`src/hw/rtl/ghpq_pkg.sv`:
```
// ----------------------------------------------------------------------------
// ghpq_pkg
// Shared types and constants for the gravity heap priority queue.
// ----------------------------------------------------------------------------
package ghpq_pkg;

	localparam int unsigned DefCapacity = 64;
	localparam int unsigned DefTagWidth = 32;
	localparam int unsigned PrioWidth   = 64;

	typedef enum logic [2:0] {
		OP_INSERT  = 3'd0,
		OP_REMOVE  = 3'd1,
		OP_PEEK    = 3'd2,
		OP_CONTAIN = 3'd3,
		OP_REGRAV  = 3'd4,
		OP_CLEAR   = 3'd5,
		OP_NOP6    = 3'd6,
		OP_NOP7    = 3'd7
	} opcode_t;

	typedef enum logic [1:0] {
		ST_OK    = 2'd0,
		ST_EMPTY = 2'd1,
		ST_FULL  = 2'd2
	} status_t;

	typedef enum logic [3:0] {
		S_IDLE,
		S_DECODE,
		S_PEEK_TAG,
		S_REM_TAG,
		S_REM_LOAD,
		S_UP_RD,
		S_UP_CMP,
		S_DN_L,
		S_DN_R,
		S_DN_PICK,
		S_DN_CMP,
		S_CON_RD,
		S_CON_CMP,
		S_RG_NEXT,
		S_RG_LOAD,
		S_DONE
	} state_t;

	// Controller to datapath commands. Read address defaults to the root.
	typedef struct packed {
		logic       load_req;    // capture input request
		logic       ins_setup;   // X := new entry, cur := count, count++
		logic       set_empty;
		logic       set_full;
		logic       take_tag;    // result tag := tag just read
		logic       rem_last;    // read last entry, count--
		logic       x_load;      // X := entry just read
		logic       cur_root;    // cur := 0
		logic       cur_start;   // cur := rebuild index
		logic       rd_par;      // read parent of cur
		logic       up_move;     // write parent into cur, cur := parent
		logic       wr_x;        // write X into cur
		logic       rd_left;     // read left child
		logic       take_left;   // B := left child
		logic       rd_right;    // read right child
		logic       take_right;  // B := right child
		logic       dn_move;     // write B into cur, cur := pick
		logic       con_setup;   // scan index := 0
		logic       con_rd;      // read tag at scan index
		logic       con_step;    // note match, scan index++
		logic       rg_setup;    // set gravity, rebuild index := count
		logic       rg_dec;      // rebuild index--, read that entry
		logic       clr;         // count := 0
		logic       out_load;    // load result register
	} ghpq_cmd_t;

	// Datapath to controller status.
	typedef struct packed {
		opcode_t op;
		logic    empty;
		logic    full;
		logic    cur_zero;      // sift up reached root
		logic    par_farther;   // dist(parent read) > dist(X)
		logic    has_left;      // left child exists
		logic    has_right;     // right child exists
		logic    right_closer;  // dist(right read) < dist(B)
		logic    x_farther;     // dist(X) > dist(B)
		logic    con_end;       // scan index reached count
		logic    con_hit;       // tag read matches
		logic    rg_end;        // rebuild index is zero
	} ghpq_sts_t;

endpackage

```
`src/hw/rtl/ghpq_ctrl.sv`:
```
// ----------------------------------------------------------------------------
// ghpq_ctrl
// Sequencer for heap operations: sift up, sift down, scan and rebuild.
// ----------------------------------------------------------------------------
module ghpq_ctrl import ghpq_pkg::*; (
	input  logic      clk,
	input  logic      arst_n,
	input  logic      in_valid,
	output logic      in_stall,
	input  logic      out_stall,
	output logic      out_valid,
	input  ghpq_sts_t sts,
	output ghpq_cmd_t cmd
);

	state_t state_q;
	state_t state_d;
	state_t sift_end;
	logic   out_valid_q;

	assign out_valid = out_valid_q;
	assign in_stall  = (state_q != S_IDLE) || (out_valid_q && out_stall);
	assign sift_end  = (sts.op == OP_REGRAV) ? S_RG_NEXT : S_DONE;

	always_ff @(posedge clk or negedge arst_n) begin
		if (!arst_n) begin
			state_q     <= S_IDLE;
			out_valid_q <= 1'b0;
		end else begin
			state_q <= state_d;
			if (cmd.out_load) begin
				out_valid_q <= 1'b1;
			end else if (!out_stall) begin
				out_valid_q <= 1'b0;
			end
		end
	end

	always_comb begin
		state_d = state_q;
		unique case (state_q)
			S_IDLE: begin
				if (in_valid && !in_stall) begin
					state_d = S_DECODE;
				end
			end
			S_DECODE: begin
				unique case (sts.op)
					OP_INSERT:  state_d = sts.full ? S_DONE : S_UP_RD;
					OP_REMOVE:  state_d = sts.empty ? S_DONE : S_REM_TAG;
					OP_PEEK:    state_d = sts.empty ? S_DONE : S_PEEK_TAG;
					OP_CONTAIN: state_d = S_CON_RD;
					OP_REGRAV:  state_d = S_RG_NEXT;
					default:    state_d = S_DONE;
				endcase
			end
			S_PEEK_TAG: state_d = S_DONE;
			S_REM_TAG:  state_d = S_REM_LOAD;
			S_REM_LOAD: state_d = S_DN_L;
			S_UP_RD:    state_d = sts.cur_zero ? S_DONE : S_UP_CMP;
			S_UP_CMP:   state_d = sts.par_farther ? S_UP_RD : S_DONE;
			S_DN_L:     state_d = sts.has_left ? S_DN_R : sift_end;
			S_DN_R:     state_d = S_DN_PICK;
			S_DN_PICK:  state_d = S_DN_CMP;
			S_DN_CMP:   state_d = sts.x_farther ? S_DN_L : sift_end;
			S_CON_RD:   state_d = sts.con_end ? S_DONE : S_CON_CMP;
			S_CON_CMP:  state_d = sts.con_hit ? S_DONE : S_CON_RD;
			S_RG_NEXT:  state_d = sts.rg_end ? S_DONE : S_RG_LOAD;
			S_RG_LOAD:  state_d = S_DN_L;
			S_DONE:     state_d = S_IDLE;
			default:    state_d = S_IDLE;
		endcase
	end

	always_comb begin
		cmd = '0;
		unique case (state_q)
			S_IDLE: begin
				cmd.load_req = in_valid && !in_stall;
			end
			S_DECODE: begin
				unique case (sts.op)
					OP_INSERT: begin
						cmd.set_full  = sts.full;
						cmd.ins_setup = !sts.full;
					end
					OP_REMOVE:  cmd.set_empty = sts.empty;
					OP_PEEK:    cmd.set_empty = sts.empty;
					OP_CONTAIN: cmd.con_setup = 1'b1;
					OP_REGRAV:  cmd.rg_setup  = 1'b1;
					OP_CLEAR:   cmd.clr       = 1'b1;
					default: ;
				endcase
			end
			S_PEEK_TAG: begin
				cmd.take_tag = 1'b1;
			end
			S_REM_TAG: begin
				cmd.take_tag = 1'b1;
				cmd.rem_last = 1'b1;
			end
			S_REM_LOAD: begin
				cmd.x_load   = 1'b1;
				cmd.cur_root = 1'b1;
			end
			S_UP_RD: begin
				cmd.wr_x   = sts.cur_zero;
				cmd.rd_par = !sts.cur_zero;
			end
			S_UP_CMP: begin
				cmd.up_move = sts.par_farther;
				cmd.wr_x    = !sts.par_farther;
			end
			S_DN_L: begin
				cmd.rd_left = sts.has_left;
				cmd.wr_x    = !sts.has_left;
			end
			S_DN_R: begin
				cmd.take_left = 1'b1;
				cmd.rd_right  = sts.has_right;
			end
			S_DN_PICK: begin
				cmd.take_right = sts.has_right && sts.right_closer;
			end
			S_DN_CMP: begin
				cmd.dn_move = sts.x_farther;
				cmd.wr_x    = !sts.x_farther;
			end
			S_CON_RD: begin
				cmd.con_rd = !sts.con_end;
			end
			S_CON_CMP: begin
				cmd.con_step = 1'b1;
			end
			S_RG_NEXT: begin
				cmd.rg_dec = !sts.rg_end;
			end
			S_RG_LOAD: begin
				cmd.x_load    = 1'b1;
				cmd.cur_start = 1'b1;
			end
			S_DONE: begin
				cmd.out_load = 1'b1;
			end
			default: ;
		endcase
	end

endmodule

```
`config.mk`:
```
export PLATFORM = sky130hd
export DESIGN_NAME = ghpq_ctrl
export DESIGN_NICKNAME = d
export VERILOG_FILES = /design/src/hw/rtl/ghpq_pkg.sv /design/src/hw/rtl/ghpq_ctrl.sv
export SDC_FILE = /design/constraint.sdc
export NUM_CORES = 1
export LEC_CHECK = 0
export BUFFER_PORTS_ARGS = -buffer_cell sky130_fd_sc_hd__buf_2
export CAP_MARGIN = 20
export CORE_MARGIN = 5
export CORE_UTILIZATION = 44
export CTS_BUF_LIST = sky130_fd_sc_hd__clkbuf_16
export CTS_CLUSTER_DIAMETER = 80
export DETAILED_ROUTE_END_ITERATION = 16
export PLACE_DENSITY = 0.83
export SLEW_MARGIN = 20
export SYNTH_ARGS = -nofsm -noshare
export SYNTH_HDL_FRONTEND = slang
export SYNTH_SLANG_ARGS = --single-unit
```
`constraint.sdc`:
```
create_clock -name clk -period 5.1 [get_ports clk]
set_clock_uncertainty 0.2 [all_clocks]
set_input_delay 0.765 -clock clk [delete_from_list [all_inputs] [get_ports clk]]
set_output_delay 0.765 -clock clk [all_outputs]
set_load 0.01 [all_outputs]
```
==> flow_metrics.tcl, run 1 <==
set metrics [dict create \
    timing.slew.headroom 0.644 \
    final_period_minus_worst_setup_slack_ps 2840 \
    cts_buffer_depth 2 \
    worst_slew_pin_slew_ps 534 \
    rsz_0062_raised_after_global_routing "false" \
    via_count_of_the_first_global_routing_pass 810 \
    maximum_number_of_pins_on_one_net_before_global_route_repair 19 \
    number_of_clock_sinks_seen_by_cts 5 \
    num_antenna_cells 0 \
    detailroute.via_count 889 \
    most-common-layout-cells "sky130_fd_sc_hd__buf_2 (43), sky130_fd_sc_hd__nor2_1 (14), sky130_fd_sc_hd__nand2_1 (13), sky130_fd_sc_hd__nor3_1 (12), sky130_fd_sc_hd__o21ai_0 (8)" \
    yosys-mux-area-fraction 0 \
    most_common_cell_after_layout_fill_and_taps_aside "sky130_fd_sc_hd__buf_2" \
    clk_latency_ps 220 \
    leakage_nw 0.487 \
    critical-path-max-stage-delay_ps 640 \
    floorplan.io_pins 44 \
    synthDominantCellAreaShare 0.192 \
    critical_path.startpoint_type "flop" \
    globalplace.congestion 0.835 \
    largest_family_of_logic_cells_by_synthesized_area "simple AND/OR/NAND/NOR gates" \
    core_region_area_mm2 0.00145 \
    layout-drive-gt1-share 0.336 \
    final.period_utilization 0.557 \
    drt_wl_total_um 2100 \
    highest_fanout_seen_on_the_critical_path 18 \
    synth_cells 105 \
    critical_path_buf_inv_count 1 \
    cts_max_level 1 \
    yosys.area_share.adder 0 \
    drt-initial-drc-count 20 \
    area_growth_syn_to_layout_pct 40.4 \
    average_footprint_of_a_synthesized_cell_um2 6.22 \
    hp-class "in2async" \
    yosysWarnings 0 \
    post-route-drc-count 0 \
    global_route_wire_length_before_repair_um 3400 \
    placement_rows 14 \
    grt_overflow_total 0 \
    critPathKind "reg2out" \
    grtUsageTotal 0.171 \
    post_synth_xor_area_fraction 0.0134 \
    antenna_violating_nets_post_route 0 \
    finish.cell_count_without_fillers 159 \
    fmax_mhz 352 \
    status "finished, final reports clean" \
    placement.io_buffers 43 \
    synth.top_cells.by_area "sky130_fd_sc_hd__dfrtp_1 (19%), sky130_fd_sc_hd__nor3_1 (9.2%), sky130_fd_sc_hd__nor2_1 (8.0%)" \
    tritoncts "yes" \
    ys_seq_elements 5 \
    dieWidth_um 48.5 \
    finalSetupTns_ps 0 \
    synthSimpleGateAreaFrac 0.485 \
    yosys.cell_types.count 29 \
    synth_seq_area_share 0.192 \
    cts_post_setup_buffers_inserted 0 \
    drt-pass1-iter-count 5 \
    cell_at_the_root_of_the_clock_tree "sky130_fd_sc_hd__clkbuf_16" \
    timing.final.hold_violations 0 \
    final_max_slew_viol_count 0 \
    vdd_drop_max_mv 0.301 \
    power_density_of_the_placed_cells_mw_per_mm2 534 \
    clock_slew_seen_by_the_registers_of_the_worst_setup_and_hold_paths_ps 30 \
    post-layout-total-power_mw 0.490 \
    post-synth-top-area-cell "sky130_fd_sc_hd__dfrtp_1" \
    critical-path-top-delay-family "simple AND/OR/NAND/NOR gates" \
    worst_ep_required_ps 4140 \
    dp_hpwl_um 1620 \
    cts.hold.buffers_added 0 \
    cts-buffers-inserted 3 \
    crit_path_cell_trace "or4b_4 > nor2_1 > and3_1 > buf_2" \
    routedWlPerCell_um 13.2 \
    synthesis.nets 123 \
    critical_path.slowest_cell "sky130_fd_sc_hd__or4b_4" \
    post_cts_resized 0 \
    flop_to_flop_setup_slack_ps 3270 \
    timing.critical_path.arrival_ps 1870 \
    dieHeight_um 48.5 \
    avgViaCountPerCell 5.59 \
    mappedNetlistArea_um2 653 \
    antenna_found_initial 0 \
    final_net_count 162 \
    number_of_maximum_capacitance_violations 0 \
    die-area_mm2 0.00235 \
    floorplan.initialDensity 0.449 \
    critPathCaptureType "output port" \
    final-setup-viol-count 0 \
    placed_cells 155 \
    synth_compound_area_frac 0.205 \
]
==> power breakdown <==
part	internal (mW)	total, mW	switching [mW]
Sequential	0.0590	0.130	0.0707
Clock	0.101	0.125	0.0240
Combinational	0.102	0.235	0.133
Total	0.262	0.490	0.228
==> cell families (layout without fill, tap and decap cells) <==
family	Yosys count	after routing
buffers and inverters	14	52
AO/OA/AOI/OAI	22	22
flip-flops	5	5
AND/OR/NAND/NOR	63	63
XOR/XNOR	1	1
==> worst register-to-register path, cell delays in order, from the launching register on <==
cell and delay [ps]:
sky130_fd_sc_hd__dfrtp_1 550, sky130_fd_sc_hd__or4b_4 640, sky130_fd_sc_hd__a211o_1 290, sky130_fd_sc_hd__nand3_1 80
==> sequential cells by signal, summed over array words and instances, names as in the netlist <==
name       flops
state_q        4
out_valid      1
==> routing by layer <==
metal  up-vias  GRT usage  wire (um)
li1        445          -          -
met1       412      0.187        851
met2        30      0.307       1120
met3         2     0.0521        109
met4         0     0.0583         16
met5         -          0          0
==> layout make-up <==
type	count	area, um^2
fillers	147	537
multi-input cells	86	459
repair buffers	43	215
flip-flops and latches	5	125
clock buffers	3	75.1
well taps	16	20.0
inverters	5	18.8
clock inverters	1	3.75
==> Yosys cell counts, drive strengths merged <==
library cell,instances
or4b,1
dfrtp,5
o211ai,1
nand4,1
nand2,13
o31ai,1
a211oi,1
nand2b,5
nor2,14
and2,2
o22ai,1
a211o,1
nand3,4
o221ai,1
xnor2,1
clkbuf,6
inv,5
nor4b,1
a32oi,1
buf,3
and3,4
o2bb2ai,1
or2,1
o21ai,8
a21oi,6
nor4,3
nor2b,2
nor3,12
==> through the flow <==
step / worst slack, ps / utilization / instance area, um^2 / hold WS, ps
2_1_floorplan: 2610 / - / 653 / 269
3_3_place_gp: 2550 / 0.577 / 838 / 332
3_5_place_dp: 2500 / 0.577 / 838 / 335
4_1_cts: 2260 / 0.631 / 917 / 146
5_1_grt: 2150 / 0.631 / 917 / 150
6_report: 2260 / 0.631 / 917 / 143
==> final timing paths <==
path,from,to,depth (start not counted)
setup / recovery,state_q[3],cmd[20],4
hold / removal,arst_n,out_valid,1
hold reg to reg,out_valid,out_valid,2
setup reg to reg,state_q[3],state_q[3],3
min in group clk,out_valid,out_valid,2
max in group asynchronous,arst_n,state_q[0],1
No activity file was read; power rests on OpenSTA's default activity.
==> inputs of run 2 (changes only) <==
- ABC_AREA: not set -> 1
- CORE_UTILIZATION: 44 -> 41
- PLACE_DENSITY: 0.83 -> 0.78
- clock period: 5.1 -> 2.85 ns (I/O delays scaled with it)
==> flow_metrics.tcl, run 2 <==
set metrics [dict create \
    highest_fanout_seen_on_the_critical_path 8 \
    via_count_of_the_first_global_routing_pass 890 \
    final_net_count 203 \
    timing.slew.headroom 0.774 \
    final-setup-viol-count 0 \
    cts_buffer_depth 2 \
    floorplan.io_pins 44 \
    most_frequently_used_cell_type_in_the_post_synthesis_netlist "sky130_fd_sc_hd__nand2_1" \
    number_of_maximum_capacitance_violations 0 \
    area_growth_syn_to_layout_pct 48.6 \
    fill_cells 151 \
    number_of_clock_sinks_seen_by_cts 5 \
    ys_seq_elements 5 \
    yosys.cell_types.count 15 \
    drt_wl_total_um 2170 \
    synthDominantCellAreaShare 0.231 \
    switching_power_mw 0.483 \
    finalSetupTns_ps 0 \
    fmax_mhz 474 \
    routedWlPerCell_um 10.9 \
    grt_overflow_total 0 \
    critical_path.startpoint_type "flop" \
    avgViaCountPerCell 4.85 \
    dp_hpwl_um 1850 \
    synth_seq_area_share 0.188 \
    critical-path-max-stage-delay_ps 440 \
    antenna_violating_nets_post_route 0 \
    drt-pass1-iter-count 4 \
    final_period_minus_worst_setup_slack_ps 2110 \
    synthesis.nets 154 \
    placed_cells 195 \
    p_comb_frac 0.599 \
    worst_slew_pin_slew_ps 338 \
    post-synth-top-area-cell "sky130_fd_sc_hd__nand2_1" \
    synth_top_cells_by_count "sky130_fd_sc_hd__nand2_1 (41), sky130_fd_sc_hd__nor2_1 (29), sky130_fd_sc_hd__inv_1 (18), sky130_fd_sc_hd__nand3_1 (14), sky130_fd_sc_hd__inv_2 (9)" \
    power_frac_seq 0.166 \
    power_density_of_the_placed_cells_mw_per_mm2 979 \
    synth_cells 136 \
    synth-edff-count 0 \
    placement_rows 14 \
    critPathCaptureType "output port" \
    post_cts_resized 0 \
    mappedNetlistArea_um2 667 \
    num_antenna_cells 0 \
    detailroute.via_count 970 \
    antenna_found_initial 0 \
    final_util 0.650 \
    rsz_0062_raised_after_global_routing "false" \
    hp-class "in2reg" \
    power.internal_mw 0.488 \
    post-route-drc-count 0 \
    maximum_number_of_pins_on_one_net_before_global_route_repair 9 \
    core_region_area_mm2 0.00152 \
    cts-buffers-inserted 3 \
    synth.top_cells.by_area "sky130_fd_sc_hd__nand2_1 (23%), sky130_fd_sc_hd__dfrtp_1 (19%), sky130_fd_sc_hd__nor2_1 (16%)" \
    average_footprint_of_a_synthesized_cell_um2 4.90 \
    dieHeight_um 50.3 \
    critical_path.slowest_cell "sky130_fd_sc_hd__dfrtp_1" \
    leakage_nw 0.676 \
    die-area_mm2 0.00253 \
    timing.critical_path.arrival_ps 1480 \
    critPathKind "reg2out" \
    yosysWarnings 0 \
    drt-initial-drc-count 18 \
    clk_latency_ps 230 \
    most_common_cell_after_layout_fill_and_taps_aside "sky130_fd_sc_hd__buf_2" \
    cts_max_level 1 \
    dpl_cell_area_um2 902 \
    crit_path_cell_trace "nor2_2 > nand2_2 > inv_2 > nand2_1 > inv_1 > buf_2" \
    dieWidth_um 50.3 \
    layout-drive-gt1-share 0.321 \
    most-common-layout-cells "sky130_fd_sc_hd__buf_2 (43), sky130_fd_sc_hd__nand2_1 (41), sky130_fd_sc_hd__nor2_1 (29), sky130_fd_sc_hd__inv_1 (19), sky130_fd_sc_hd__nand3_1 (14)" \
    switching_power_share_of_the_total 0.497 \
    vdd_drop_max_mv 0.562 \
    clock_slew_seen_by_the_registers_of_the_worst_setup_and_hold_paths_ps 30 \
    placement.io_buffers 43 \
    power_frac_clock 0.235 \
    largest_register_ffs 4 \
    grtUsageTotal 0.175 \
    design_area_um2 991 \
    globalplace.congestion 0.900 \
    floorplan.initialDensity 0.438 \
    final.period_utilization 0.740 \
    regMostFlops "state_q" \
    cell_at_the_root_of_the_clock_tree "sky130_fd_sc_hd__clkbuf_16" \
    tritoncts "yes" \
    main_flop_type_after_synthesis "sky130_fd_sc_hd__dfrtp_1" \
    global_route_wire_length_before_repair_um 3620 \
    worst_ep_required_ps 2220 \
    synth-async-reset-ratio 1.00 \
    final_max_slew_viol_count 0 \
    timing.final.hold_violations 0 \
    status "finished, final reports clean" \
    finish.cell_count_without_fillers 200 \
]
run 2: area by class of cell:
class	instances	area, um^2	share of cell area
multi-input cells	103	437	0.441
repair buffers	44	225	0.227
flip-flops and latches	5	125	0.126
inverters	28	105	0.106
clock buffers	3	75.1	0.0758
well taps	16	20.0	0.0202
clock inverters	1	3.75	0.00379
run 2: layer usage:
metal	share of wire	up-vias	global-route usage
li1	-	516	-
met1	0.42	417	0.215
met2	0.50	35	0.305
met3	0.076	2	0.0207
met4	0.0065	0	0.0723
met5	0	-	0
run 2: final timing paths:
path / slack, ps / startpoint / cells after the start / end
max in group asynchronous: 1980 / arst_n / 2 / state_q[2]
min in group asynchronous: 330 / arst_n / 2 / state_q[0]
hold / removal: 270 / out_stall / 3 / out_valid
hold reg to reg: 340 / out_valid / 2 / out_valid
setup reg to reg: 1290 / state_q[2] / 6 / state_q[2]
setup / recovery: 740 / state_q[1] / 6 / cmd[20]
run 2: power groups by stage:
stage	Clock (mW)	Combinational, mW	Sequential (mW)
after global placement	0	0.571	0.158
after floorplan	0	0.400	0.155
after CTS	0.231	0.581	0.160
after global routing	0.238	0.661	0.166
final	0.228	0.581	0.161
after detailed placement	0	0.577	0.160
run 2: cell families (layout without fill, tap and decap cells):
family,after synthesis,count (layout),share of synthesized area
AOI/OAI and AO/OA,9,9,0.0675
and+or+nand+nor,94,94,0.587
buffers and inverters,28,76,0.158
DFF,5,5,0.188
run 2: critical path, delay by kind of cell, from the launching register on:
kind	cells	cell delay, ps
and+or+nand+nor	3	530
DFF	1	440
buffers and inverters	3	280
run 2: repair_timing:
action                    in CTS  in global routing
hold endpoints to repair       5                  0
hold buffers                   1                  0
setup buffers                  0                  0
run 2: stage by stage:
| step | setup slack, ps | power, mW | hold WS (ps) |
|---|---|---|---|
| 4_1_cts | 749 | 0.971 | 271 |
| 5_1_grt | 574 | 1.06 | 319 |
| 2_1_floorplan | 1090 | 0.555 | -68.1 |
| 3_5_place_dp | 926 | 0.736 | 45.1 |
| 6_report | 741 | 0.970 | 269 |
| 3_3_place_gp | 1000 | 0.729 | 41.3 |
==> inputs of run 3 (changes only) <==
- clock period: 2.85 -> 2 ns (I/O delays scaled with it)
==> flow_metrics.tcl, run 3 (synthesis gave the netlist of run 2 again) <==
set metrics [dict create \
    detailroute.via_count 998 \
    final_net_count 203 \
    critPathCaptureType "output port" \
    largest_register_ffs 4 \
    final_period_minus_worst_setup_slack_ps 1910 \
    drt-pass1-iter-count 4 \
    core_region_area_mm2 0.00152 \
    fill_cells 154 \
    placement.io_buffers 43 \
    grt_most_used_layer "met2" \
    antenna_found_initial 0 \
    global_route.usage.met3 0.0355 \
    clk_latency_ps 230 \
    finalSetupTns_ps 0 \
    most-common-layout-cells "sky130_fd_sc_hd__buf_2 (43), sky130_fd_sc_hd__nand2_1 (38), sky130_fd_sc_hd__nor2_1 (28), sky130_fd_sc_hd__inv_1 (19), sky130_fd_sc_hd__nand3_1 (14)" \
    switching_power_share_of_the_total 0.510 \
    drt-initial-drc-count 23 \
    placed_cells 195 \
    layout-drive-gt1-share 0.359 \
    flop_to_flop_setup_slack_ps 370 \
    area_growth_syn_to_layout_pct 52.9 \
    finish.cell_count_without_fillers 200 \
    design_area_mm2 0.00102 \
    floorplan.initialDensity 0.438 \
    p_comb_frac 0.596 \
    timing.slew.headroom 0.763 \
    placement_rows 14 \
    post-route-drc-count 0 \
    floorplan.io_pins 44 \
    grt_overflow_total 0 \
    critical-path-max-stage-delay_ps 470 \
    power_density_of_the_placed_cells_mw_per_mm2 1440 \
    switching_power_mw 0.751 \
    crit_path_cell_trace "nor2_4 > nand2_2 > nor4_1 > buf_2" \
    power_frac_clock 0.221 \
    leakage_nw 0.677 \
    power_frac_seq 0.183 \
    drt_wl_total_um 2410 \
    timing.critical_path.arrival_ps 1410 \
    final-setup-viol-count 0 \
    clock_slew_seen_by_the_registers_of_the_worst_setup_and_hold_paths_ps 30 \
    most_common_cell_after_layout_fill_and_taps_aside "sky130_fd_sc_hd__buf_2" \
    area.sequential_um2 129 \
    globalplace.congestion 0.916 \
    routedWlPerCell_um 12.0 \
    critical_path.slowest_cell "sky130_fd_sc_hd__dfrtp_2" \
    met1_usage 0.209 \
    global_route_wire_length_before_repair_um 3750 \
    fmax_mhz 523 \
    worst_slew_pin_slew_ps 354 \
    final_max_slew_viol_count 0 \
    num_antenna_cells 0 \
    final.period_utilization 0.957 \
    cts-buffers-inserted 3 \
    cts_buffer_depth 2 \
    timing.final.hold_violations 0 \
    dpl_cell_area_um2 902 \
    critPathKind "reg2out" \
    hp-class "in2reg" \
    dieHeight_um 50.3 \
    dieWidth_um 50.3 \
    power.internal_mw 0.721 \
    met2_usage 0.320 \
    antenna_violating_nets_post_route 0 \
    highest_fanout_seen_on_the_critical_path 8 \
    number_of_maximum_capacitance_violations 0 \
    via_count_of_the_first_global_routing_pass 950 \
    cell_at_the_root_of_the_clock_tree "sky130_fd_sc_hd__clkbuf_16" \
    grtUsageTotal 0.186 \
    vdd_drop_max_mv 0.766 \
    regMostFlops "state_q" \
    final_util 0.669 \
    cts_max_level 1 \
    tritoncts "yes" \
    die-area_mm2 0.00253 \
    status "finished, final reports clean" \
    multi_input_comb_area_um2 462 \
    worst_ep_required_ps 1500 \
    avgViaCountPerCell 4.99 \
    dp_hpwl_um 1880 \
    cts_post_setup_buffers_inserted 0 \
    number_of_clock_sinks_seen_by_cts 5 \
    maximum_number_of_pins_on_one_net_before_global_route_repair 9 \
    critical_path.startpoint_type "flop" \
]
## run 3: cell counts in the layout (fill, tap and decap cells not counted)
No cell type changed its count.
## run 3: power by group through the flow
stage	clock, mW	combinational (mW)	sequential, mW
after CTS	0.327	0.833	0.229
after global routing	0.337	0.993	0.278
after detailed placement	0	0.822	0.229
after global placement	0	0.810	0.222
final	0.325	0.878	0.269
after floorplan	0	0.570	0.220
## run 3: per-layer routing
| metal | vias up | part of all wire | routed length (um) |
|---|---|---|---|
| met2 | 38 | 0.49 | 1190 |
| met4 | 0 | 0.021 | 51 |
| met1 | 447 | 0.42 | 1000 |
| met3 | 5 | 0.069 | 165 |
| li1 | 508 | - | - |
| met5 | - | 0 | 0 |
## run 3: final timing paths
check / end / startpoint / cells after the start
min reg2reg: out_valid / out_valid / 2
max in group asynchronous: state_q[2] / arst_n / 2
max reg2reg: state_q[2] / state_q[3] / 6
min in group asynchronous: state_q[1] / arst_n / 2
max: cmd[1] / state_q[3] / 4
min: out_valid / out_stall / 3
## run 3: what timing repair did
item | CTS | global route
hold buffers | 1 | 0
endpoints found under the setup margin | 0 | 5
hold endpoints to repair | 5 | 0
resized for setup | 0 | 10
## run 3: worst max-delay path: cells and delay by family, from the launching register on
family / cells / cell delay (ps)
buffers and inverters: 1 / 170
flip-flops: 1 / 470
AND/OR/NAND/NOR: 3 / 530
## run 3: per-stage QoR
step	hold slack (ps)	total power, mW	setup WS, ps
after global routing	204	1.61	-25.1
after floorplan	-196	0.791	364
after detailed placement	-83.3	1.05	289
final	168	1.47	86.6
after CTS	142	1.39	24.1
after global placement	-86.3	1.03	341
## run 3: cell type report
cell class | instances | share of cell area
clock buffer | 3 | 0.0736
clock inverter | 1 | 0.00368
inverter | 28 | 0.103
multi-input combinational | 103 | 0.453
sequential | 5 | 0.126
tap | 16 | 0.0196
timing repair buffer | 44 | 0.221
